### config.mk
export PLATFORM = sky130hd
export DESIGN_NAME = tlv_payload_deframer
export DESIGN_NICKNAME = d
export VERILOG_FILES = /design/src/rtl/tlvpd_pkg.sv /design/src/rtl/tlvpd_csr.sv /design/src/rtl/tlvpd_parser.sv /design/src/rtl/tlv_payload_deframer.sv
export SDC_FILE = /design/constraint.sdc
export NUM_CORES = 1
export LEC_CHECK = 0
export CAP_MARGIN = 10
export CORE_MARGIN = 5
export CORE_UTILIZATION = 63
export DETAILED_ROUTE_END_ITERATION = 10
export DONT_BUFFER_PORTS = 1
export PLACE_DENSITY_LB_ADDON = 0.25
export REMOVE_ABC_BUFFERS = 1
export SYNTH_ARGS = -nofsm -noshare
export SYNTH_HDL_FRONTEND = slang
export SYNTH_HIERARCHICAL = 1
export SYNTH_SLANG_ARGS = --single-unit
### constraint.sdc
create_clock -name clock -period 6.15 [get_ports clock]
set_input_delay 0.9225 -clock clock [delete_from_list [all_inputs] [get_ports clock]]
set_output_delay 0.9225 -clock clock [all_outputs]
set_load 0.05 [all_outputs]
### src/rtl/tlvpd_pkg.sv
// Package for the TLV payload deframer: parse phases, event codes,
// beat, configuration and result structures.
// No dependencies.
`default_nettype none

package tlvpd_pkg;

   localparam int HDR_GROUP_BYTES = 4;
   localparam int ID_BYTES        = 4;
   localparam int LEN_BYTES       = 2;
   localparam int INT_VALUE_BYTES = 8;
   localparam int CTX_VALUE_BYTES = 4;

   localparam logic [7:0] INT_CODE_RESET = 8'd1;
   localparam logic [7:0] CTX_CODE_RESET = 8'd2;

   typedef enum logic [2:0] {
      PH_FLAGS = 3'd0,
      PH_GROUP = 3'd1,
      PH_ID    = 3'd2,
      PH_TYPE  = 3'd3,
      PH_LEN   = 3'd4,
      PH_VAL   = 3'd5
   } phase_type;

   typedef enum logic [2:0] {
      EV_HEADER = 3'd0,
      EV_ENTRY  = 3'd1,
      EV_VALUE  = 3'd2,
      EV_END    = 3'd3,
      EV_TRUNC  = 3'd4
   } event_type;

   localparam logic [1:0] DEC_NONE = 2'd0;
   localparam logic [1:0] DEC_INT  = 2'd1;
   localparam logic [1:0] DEC_CTX  = 2'd2;

   localparam logic REG_INT_CODE = 1'b0;
   localparam logic REG_CTX_CODE = 1'b1;

   typedef struct packed {
      logic [7:0] data_byte;
      logic       final_byte;
   } beat_type;

   typedef struct packed {
      logic [7:0] integer_type_code;
      logic [7:0] context_type_code;
   } cfg_type;

   typedef struct packed {
      logic [2:0]         event_kind;
      logic [7:0]         header_flags;
      logic [31:0]        group_key;
      logic [31:0]        entry_id;
      logic [7:0]         entry_type;
      logic [15:0]        entry_length;
      logic [7:0]         value_byte;
      logic               value_last;
      logic [1:0]         decoded_kind;
      logic signed [63:0] decoded_value;
      logic               payload_end;
   } rsp_type;

endpackage

`default_nettype wire

### src/rtl/tlvpd_csr.sv
// Configuration registers of the TLV payload deframer on an APB-style port.
// Depends on tlvpd_pkg.
`default_nettype none

module tlvpd_csr (
   input  wire logic             clock,
   input  wire logic             reset,
   input  wire logic             psel,
   input  wire logic             penable,
   input  wire logic             pwrite,
   input  wire logic [2:0]       paddr,
   input  wire logic [31:0]      pwdata,
   output logic      [31:0]      prdata,
   output logic                  pready,
   output tlvpd_pkg::cfg_type    cfg
);

   logic [7:0] int_code_ff, int_code_in;
   logic [7:0] ctx_code_ff, ctx_code_in;
   logic       wr_en;

   assign pready = 1'b1;
   assign wr_en  = psel & penable & pwrite;

   always_comb begin
      int_code_in = int_code_ff;
      ctx_code_in = ctx_code_ff;
      if (wr_en) begin
         unique case (paddr[2])
            tlvpd_pkg::REG_INT_CODE: int_code_in = pwdata[7:0];
            tlvpd_pkg::REG_CTX_CODE: ctx_code_in = pwdata[7:0];
            default: ;
         endcase
      end
   end

   always_ff @(posedge clock) begin
      if (reset) begin
         int_code_ff <= tlvpd_pkg::INT_CODE_RESET;
         ctx_code_ff <= tlvpd_pkg::CTX_CODE_RESET;
      end else begin
         int_code_ff <= int_code_in;
         ctx_code_ff <= ctx_code_in;
      end
   end

   always_comb begin
      unique case (paddr[2])
         tlvpd_pkg::REG_INT_CODE: prdata = {24'd0, int_code_ff};
         tlvpd_pkg::REG_CTX_CODE: prdata = {24'd0, ctx_code_ff};
         default:                 prdata = 32'd0;
      endcase
   end

   assign cfg.integer_type_code = int_code_ff;
   assign cfg.context_type_code = ctx_code_ff;

endmodule

`default_nettype wire

### src/rtl/tlvpd_parser.sv
// Parse state and result register of the TLV payload deframer: one byte
// per beat, from the input register to the result register.
// Depends on tlvpd_pkg.
`default_nettype none

module tlvpd_parser (
   input  wire logic                clock,
   input  wire logic                reset,
   input  wire tlvpd_pkg::cfg_type  cfg,
   input  wire logic                beat_valid,
   input  wire tlvpd_pkg::beat_type beat,
   input  wire logic                rsp_stall,
   output logic                     advance,
   output logic                     rsp_valid,
   output tlvpd_pkg::rsp_type       rsp
);

   tlvpd_pkg::phase_type phase_ff, phase_in;
   logic [2:0]  fc_ff, fc_in, fc_inc;
   logic [15:0] rem_ff, rem_in, rem_dec;
   logic [7:0]  flags_ff, flags_in;
   logic [31:0] word_ff, word_in;
   logic [31:0] id_ff, id_in;
   logic [7:0]  type_ff, type_in;
   logic [15:0] len_ff, len_in;
   logic [63:0] vs_ff, vs_in;

   logic                 res_valid, hdr, ent, pend, vlast;
   tlvpd_pkg::event_type kind;
   logic [1:0]           dkind;
   logic [63:0]          dval;
   tlvpd_pkg::rsp_type   res;
   logic                 rsp_valid_ff;
   tlvpd_pkg::rsp_type   rsp_ff;

   logic [7:0] b;
   logic       fin;

   assign b       = beat.data_byte;
   assign fin     = beat.final_byte;
   assign fc_inc  = fc_ff + 3'd1;
   assign rem_dec = rem_ff - 16'd1;
   assign advance = !rsp_valid_ff || !rsp_stall;

   always_comb begin
      phase_in  = phase_ff;
      fc_in     = fc_ff;
      rem_in    = rem_ff;
      flags_in  = flags_ff;
      word_in   = word_ff;
      id_in     = id_ff;
      type_in   = type_ff;
      len_in    = len_ff;
      vs_in     = vs_ff;
      res_valid = 1'b0;
      kind      = tlvpd_pkg::EV_TRUNC;
      hdr       = 1'b1;
      ent       = 1'b0;
      pend      = 1'b0;
      vlast     = 1'b0;
      dkind     = tlvpd_pkg::DEC_NONE;
      dval      = 64'd0;

      unique case (phase_ff)
         tlvpd_pkg::PH_GROUP: begin
            word_in = {word_ff[23:0], b};
            fc_in   = fc_inc;
            if (fc_inc >= 3'(tlvpd_pkg::HDR_GROUP_BYTES)) begin
               res_valid = 1'b1;
               kind      = tlvpd_pkg::EV_HEADER;
               pend      = fin;
               phase_in  = fin ? tlvpd_pkg::PH_FLAGS : tlvpd_pkg::PH_ID;
               fc_in     = 3'd0;
               id_in     = 32'd0;
            end else if (fin) begin
               res_valid = 1'b1;
               hdr       = 1'b0;
               pend      = 1'b1;
               phase_in  = tlvpd_pkg::PH_FLAGS;
               fc_in     = 3'd0;
            end
         end
         tlvpd_pkg::PH_ID: begin
            id_in = {id_ff[23:0], b};
            fc_in = fc_inc;
            if (fin) begin
               res_valid = 1'b1;
               kind      = (fc_inc >= 3'(tlvpd_pkg::ID_BYTES)) ?
                           tlvpd_pkg::EV_TRUNC : tlvpd_pkg::EV_END;
               pend      = 1'b1;
               phase_in  = tlvpd_pkg::PH_FLAGS;
               fc_in     = 3'd0;
            end else if (fc_inc >= 3'(tlvpd_pkg::ID_BYTES)) begin
               phase_in = tlvpd_pkg::PH_TYPE;
               fc_in    = 3'd0;
            end
         end
         tlvpd_pkg::PH_TYPE: begin
            type_in = b;
            fc_in   = 3'd0;
            if (fin) begin
               res_valid = 1'b1;
               pend      = 1'b1;
               phase_in  = tlvpd_pkg::PH_FLAGS;
            end else begin
               phase_in = tlvpd_pkg::PH_LEN;
               len_in   = 16'd0;
            end
         end
         tlvpd_pkg::PH_LEN: begin
            len_in = {len_ff[7:0], b};
            fc_in  = fc_inc;
            if (fc_inc < 3'(tlvpd_pkg::LEN_BYTES)) begin
               if (fin) begin
                  res_valid = 1'b1;
                  pend      = 1'b1;
                  phase_in  = tlvpd_pkg::PH_FLAGS;
                  fc_in     = 3'd0;
               end
            end else begin
               rem_in    = len_in;
               vs_in     = 64'd0;
               res_valid = 1'b1;
               ent       = 1'b1;
               fc_in     = 3'd0;
               if (len_in == 16'd0) begin
                  kind     = tlvpd_pkg::EV_ENTRY;
                  pend     = fin;
                  phase_in = fin ? tlvpd_pkg::PH_FLAGS : tlvpd_pkg::PH_ID;
                  id_in    = 32'd0;
               end else if (fin) begin
                  pend     = 1'b1;
                  phase_in = tlvpd_pkg::PH_FLAGS;
               end else begin
                  kind     = tlvpd_pkg::EV_ENTRY;
                  phase_in = tlvpd_pkg::PH_VAL;
               end
            end
         end
         tlvpd_pkg::PH_VAL: begin
            vs_in     = {vs_ff[55:0], b};
            rem_in    = rem_dec;
            res_valid = 1'b1;
            ent       = 1'b1;
            if (rem_dec == 16'd0) begin
               kind     = tlvpd_pkg::EV_VALUE;
               vlast    = 1'b1;
               pend     = fin;
               phase_in = fin ? tlvpd_pkg::PH_FLAGS : tlvpd_pkg::PH_ID;
               fc_in    = 3'd0;
               id_in    = 32'd0;
               if (type_ff == cfg.integer_type_code &&
                   len_ff == 16'(tlvpd_pkg::INT_VALUE_BYTES)) begin
                  dkind = tlvpd_pkg::DEC_INT;
                  dval  = vs_in;
               end else if (type_ff == cfg.context_type_code &&
                            len_ff == 16'(tlvpd_pkg::CTX_VALUE_BYTES)) begin
                  dkind = tlvpd_pkg::DEC_CTX;
                  dval  = {32'd0, vs_in[31:0]};
               end
            end else if (fin) begin
               pend     = 1'b1;
               phase_in = tlvpd_pkg::PH_FLAGS;
               fc_in    = 3'd0;
            end else begin
               kind = tlvpd_pkg::EV_VALUE;
            end
         end
         default: begin
            // flags byte opens a payload; stray codes land here too
            flags_in = b;
            word_in  = 32'd0;
            id_in    = 32'd0;
            type_in  = 8'd0;
            len_in   = 16'd0;
            fc_in    = 3'd0;
            hdr      = 1'b0;
            if (fin) begin
               res_valid = 1'b1;
               pend      = 1'b1;
               phase_in  = tlvpd_pkg::PH_FLAGS;
            end else begin
               phase_in = tlvpd_pkg::PH_GROUP;
            end
         end
      endcase

      res.event_kind    = kind;
      res.header_flags  = hdr ? flags_ff : 8'd0;
      res.group_key     = hdr ? word_in : 32'd0;
      res.entry_id      = ent ? id_ff : 32'd0;
      res.entry_type    = ent ? type_ff : 8'd0;
      res.entry_length  = ent ? len_in : 16'd0;
      res.value_byte    = (kind == tlvpd_pkg::EV_VALUE) ? b : 8'd0;
      res.value_last    = vlast;
      res.decoded_kind  = dkind;
      res.decoded_value = dval;
      res.payload_end   = pend;
   end

   always_ff @(posedge clock) begin
      if (reset) begin
         phase_ff     <= tlvpd_pkg::PH_FLAGS;
         fc_ff        <= 3'd0;
         rem_ff       <= 16'd0;
         flags_ff     <= 8'd0;
         word_ff      <= 32'd0;
         id_ff        <= 32'd0;
         type_ff      <= 8'd0;
         len_ff       <= 16'd0;
         vs_ff        <= 64'd0;
         rsp_valid_ff <= 1'b0;
      end else if (advance) begin
         rsp_valid_ff <= beat_valid && res_valid;
         if (beat_valid) begin
            phase_ff <= phase_in;
            fc_ff    <= fc_in;
            rem_ff   <= rem_in;
            flags_ff <= flags_in;
            word_ff  <= word_in;
            id_ff    <= id_in;
            type_ff  <= type_in;
            len_ff   <= len_in;
            vs_ff    <= vs_in;
         end
      end
   end

   always_ff @(posedge clock) begin
      if (advance && beat_valid && res_valid) begin
         rsp_ff <= res;
      end
   end

   assign rsp_valid = rsp_valid_ff;
   assign rsp       = rsp_ff;

endmodule

`default_nettype wire

### src/rtl/tlv_payload_deframer.sv
// Top level of the TLV payload deframer: input register, parser and
// configuration registers. Depends on tlvpd_pkg, tlvpd_csr, tlvpd_parser.
//
//   channel  | handshake            | payload
//   ---------+----------------------+-----------------------------------
//   req      | req_valid/req_stall  | data_byte, final_byte
//   rsp      | rsp_valid/rsp_stall  | event and entry fields, decoded value
//   csr      | psel/penable/pready  | paddr, pwdata, prdata
//
// One byte per cycle while rsp_stall is low; the parse is one pass of logic
// between the input register and the result register, which registers the
// result of the byte held in the input register.
// Synchronous reset returns the parser to the payload header.
// A stalled result holds the pipeline; the input register still takes a
// beat while it is empty.
`default_nettype none

module tlv_payload_deframer (
   input  wire logic               clock,
   input  wire logic               reset,
   input  wire logic               req_valid,
   output logic                    req_stall,
   input  wire logic [7:0]         req_data_byte,
   input  wire logic               req_final_byte,
   output logic                    rsp_valid,
   input  wire logic               rsp_stall,
   output logic [2:0]              rsp_event_kind,
   output logic [7:0]              rsp_header_flags,
   output logic [31:0]             rsp_group_key,
   output logic [31:0]             rsp_entry_id,
   output logic [7:0]              rsp_entry_type,
   output logic [15:0]             rsp_entry_length,
   output logic [7:0]              rsp_value_byte,
   output logic                    rsp_value_last,
   output logic [1:0]              rsp_decoded_kind,
   output logic signed [63:0]      rsp_decoded_value,
   output logic                    rsp_payload_end,
   input  wire logic               psel,
   input  wire logic               penable,
   input  wire logic               pwrite,
   input  wire logic [2:0]         paddr,
   input  wire logic [31:0]        pwdata,
   output logic      [31:0]        prdata,
   output logic                    pready
);

   tlvpd_pkg::cfg_type  cfg;
   tlvpd_pkg::rsp_type  rsp;
   tlvpd_pkg::beat_type beat_ff;
   logic                beat_valid_ff;
   logic                advance;
   logic                load;

   assign load      = !beat_valid_ff || advance;
   assign req_stall = !load;

   always_ff @(posedge clock) begin
      if (reset) begin
         beat_valid_ff <= 1'b0;
      end else if (load) begin
         beat_valid_ff <= req_valid;
      end
   end

   always_ff @(posedge clock) begin
      if (load && req_valid) begin
         beat_ff.data_byte  <= req_data_byte;
         beat_ff.final_byte <= req_final_byte;
      end
   end

   tlvpd_csr u_csr (
      .clock   (clock),
      .reset   (reset),
      .psel    (psel),
      .penable (penable),
      .pwrite  (pwrite),
      .paddr   (paddr),
      .pwdata  (pwdata),
      .prdata  (prdata),
      .pready  (pready),
      .cfg     (cfg)
   );

   tlvpd_parser u_parser (
      .clock      (clock),
      .reset      (reset),
      .cfg        (cfg),
      .beat_valid (beat_valid_ff),
      .beat       (beat_ff),
      .rsp_stall  (rsp_stall),
      .advance    (advance),
      .rsp_valid  (rsp_valid),
      .rsp        (rsp)
   );

   assign rsp_event_kind    = rsp.event_kind;
   assign rsp_header_flags  = rsp.header_flags;
   assign rsp_group_key     = rsp.group_key;
   assign rsp_entry_id      = rsp.entry_id;
   assign rsp_entry_type    = rsp.entry_type;
   assign rsp_entry_length  = rsp.entry_length;
   assign rsp_value_byte    = rsp.value_byte;
   assign rsp_value_last    = rsp.value_last;
   assign rsp_decoded_kind  = rsp.decoded_kind;
   assign rsp_decoded_value = rsp.decoded_value;
   assign rsp_payload_end   = rsp.payload_end;

endmodule

`default_nettype wire

==> flow_summary.yaml <==
final_layout:
  syn2layout_area_growth_pct: 8.040
  fin_nets: 1475
  fillerInstances: 1728
  drive_above_1_share_pct: 7.310
  antenna_cells: 0
setup_path:
  r2r_cells: 5
  critPathMaxStageDelay_ps: 910
  largest_fanout_on_the_critical_path: 32
  critical_path_cell_count: 5
  crit_buf_inv: 0
  reg_to_reg_endpoint: "u_parser/id_ff[23]"
  worst_setup_start_kind: "flop"
  critical_path.top_delay_family: "simple AND/OR/NAND/NOR gates"
  worstSetupStartpoint: "beat_ff[8]"
  timing.critical_path.to: "u_parser/id_ff[23]"
  regToRegStartpoint: "beat_ff[8]"
  worstSetupPathType: "flop to flop"
  critPathRequiredTime_ps: 6480
  crit_path_end_kind: "flop"
  cp_cell_sequence: "or4_1, o31ai_1, nand3_1, nor2_2, o21ai_0"
  cp_arrival_ps: 3800
  rrSetupSlack_ps: 2680
  slowest_stage: "sky130_fd_sc_hd__nor2_2"
clock_network:
  clock_latency_ps: 520
  post-cts-setup-buffers: 0
  post_cts.resized_instances: 0
  cts.sinks: 376
  cts_h_tree_depth: 2
  cts.clk_slew.worst_paths_ps: 60
  clock_tree_from_tritoncts: "yes"
  post_cts_hold_buffer_count: 0
  cts_max_path_bufs: 3
  cts_buffers: 37
  ctsRootBufferMaster: "sky130_fd_sc_hd__clkbuf_16"
floorplanning:
  die_h_um: 167.2
  design.core.area_um2: 24320
  die_x_um: 167.2
  dieArea_um2: 27970
  initial_core_util_pct: 64.05
  io_pins: 261
  num_rows: 57
global_route:
  met1_usage_pct: 32.92
  antenna_found_initial: 0
  grt.overflow.total: 0
  grt_max_degree: 171
  grt_pass1_vias: 9869
  grtUsageMet3_pct: 4.526
  grt_first_pass_wirelength_mm: 54.86
  top_usage_layer: "met2"
  grt_usage_pct: 23.75
  grt_use_met2_pct: 38.16
synth:
  synth_area_leaders: "sky130_fd_sc_hd__edfxtp_1 (35%), sky130_fd_sc_hd__dfxtp_1 (25%), sky130_fd_sc_hd__a22oi_1 (4.8%)"
  synth.largest_area_cell: "sky130_fd_sc_hd__edfxtp_1"
  synth-adder-area-share_pct: 0.2410
  post_synth_num_cell_types: 64
  share_of_the_synthesized_area_in_the_top_cell_type_pct: 35.47
  synth_area_um2: 15580
  synth.avg_cell_area_um2: 10.47
  ys_warn_count: 6
  most_frequently_used_cell_type_in_the_post_synthesis_netlist: "sky130_fd_sc_hd__dfxtp_1"
  synth_top_family_by_area: "simple AND/OR/NAND/NOR gates"
  synth-edff-count: 184
  synth_top_flop_cell: "sky130_fd_sc_hd__dfxtp_1"
  synth_mux_area_share_pct: 2.120
  synth-simple-area-share_pct: 19.57
  post_synth_most_frequent_cells: "sky130_fd_sc_hd__dfxtp_1 (192), sky130_fd_sc_hd__edfxtp_1 (184), sky130_fd_sc_hd__nand2_1 (165)"
  synth-seq-area-share_pct: 60.14
  async_flop_share_pct: 0
  xor_xnor_fraction_of_synth_area_pct: 1.406
  synth_compound_gate_area_share_pct: 11.62
  postSynthRegisterBits: 376
  postSynthCellCount: 1488
placement:
  dpl.hpwl_mm: 20.56
  gp_congestion: 0.9052
  placement.io_buffers: 0
sta:
  final.setup_skew_ps: 18.81
  report.final.slew_viol_count: 0
  worst_pin_slew_ps: 1197
  worst_hold_margin_ps: 444.2
  fin_setup_tns_ps: 0
  timing.fmax_ghz: 0.2884
  final_setup_vio_count: 0
  fin_crit_ps: 3467
  hold_viol_final: 0
  fin_crit_sh_pct: 56.37
  rsz0062_at_grt: "no"
  worst_slew_margin_rel_pct: 20.19
power_and_ir_drop:
  power_density_of_the_placed_cells_nw_per_um2: 309.4
  ir_worst_vdd_mv: 0.2994
  cellLeakagePower_nw: 5.853
drt:
  drtAntennaViolNets: 0
  detail_route.first_pass.iterations: 6
  drt_drc_violations_left: 0
  drt_wl_total_mm: 34.59
  wl_per_cell_um: 19.50
  initialDrtViolationCount: 1234
  routed_via_density: 6.052
  vias: 10740
worst_hold_path:
  hold_path_class: "flop to flop"
job:
  cap_viol_max_count: 0
run_status:
  run_status: "finished clean"
where the power goes:
group          total, mW  internal (mW)  leakage [nW]  switching, mW
clock               2.35           1.44         0.634          0.914
combinational      0.135         0.0273          1.74          0.108
sequential          2.72           2.64          3.48         0.0764
total               5.21           4.11          5.85           1.10
routing by layer:
metal	vias to the layer above	wire, µm	share of wire, %
met4	0	1000	2.9
met3	59	2402	6.9
met2	440	16730	48
li1	5044	-	-
met5	-	0	0
met1	5194	14460	42
stage by stage:
stage / utilization [%] / cells / area (µm²) / setup WS (ps) / total power [mW]
2_1_floorplan: - / 1365 / 14950 / 755.1 / 2.869
3_3_place_gp: 63.88 / 1706 / 15530 / 2568 / 2.905
3_5_place_dp: 63.88 / 1706 / 15530 / 2526 / 2.906
4_1_cts: 69.20 / 1774 / 16830 / 2618 / 5.245
5_1_grt: 69.20 / 1774 / 16830 / 2405 / 5.379
6_report: 69.20 / 1774 / 16830 / 2683 / 5.208
layout by cell type, fill, tap and decap left out, drive strengths merged, types with 3 or more instances in the layout:
cell type / count
and2: 102
dfxtp: 192
xor2: 6
a22oi: 100
nand3: 67
edfxtp: 184
nor4b: 3
ha: 3
buf: 17
o22ai: 3
conb: 25
mux2: 8
nand4: 11
a211oi: 9
a31oi: 12
nor4: 14
nand2: 165
or3: 7
nand2b: 26
o21ai: 55
nor2: 163
bufinv: 4
inv: 11
o31ai: 6
or4: 3
xnor2: 19
o211ai: 3
clkinv: 7
nor2b: 26
nor3: 9
mux2i: 24
a21oi: 80
clkbuf: 55
worst min path at each step:
stage / startpoint / endpoint / slack, ps / cells after the start
floorplan: u_parser/vs_ff[48] / u_parser/vs_ff[48] / 420 / 2
global placement: u_parser/vs_ff[50] / u_parser/vs_ff[50] / 430 / 2
detailed placement: u_parser/vs_ff[50] / u_parser/vs_ff[50] / 430 / 2
CTS: u_parser/vs_ff[48] / u_parser/vs_ff[48] / 450 / 2
global route: u_parser/vs_ff[50] / u_parser/vs_ff[50] / 470 / 2
finish: u_parser/vs_ff[50] / u_parser/vs_ff[50] / 440 / 2
tightest hold or removal path, cell delays in order (launching register included):
cell and delay (ps):
sky130_fd_sc_hd__dfxtp_1 300, sky130_fd_sc_hd__nand2_1 50, sky130_fd_sc_hd__a21oi_1 50
area by class of cell:
type | instances | area, µm² | share of cell area [%]
repair buffers | 17 | 127.6 | 0.7583
multi-input cells | 979 | 5590 | 33.22
clock buffers | 55 | 1127 | 6.698
clock inverters | 13 | 167.7 | 0.9962
inverters | 10 | 42.54 | 0.2528
well taps | 324 | 405.4 | 2.409
flip-flops and latches | 376 | 9369 | 55.67
flip-flops by register name, summed over array words and instances (netlist names):
name and flops:
u_parser/word_ff 32, u_parser/vs_ff 56, u_parser/phase_ff 3, u_parser/len_ff 16
u_parser/rsp_valid 1, u_csr/ctx_code_ff 8, u_parser/flags_ff 8, beat_valid_ff 1
u_parser/id_ff 32, beat_ff 9, u_parser/type_ff 8, u_parser/rem_ff 16
u_parser/rsp 175, u_parser/fc_ff 3, u_csr/int_code_ff 8
cell families after synthesis:
logic type,Yosys count
simple gates,610
other cells,2
fa+ha+maj,3
flops,376
buf+inv,156
mux,32
xor+xnor,25
compound gates,284
Power figures use the tool's default switching activity.
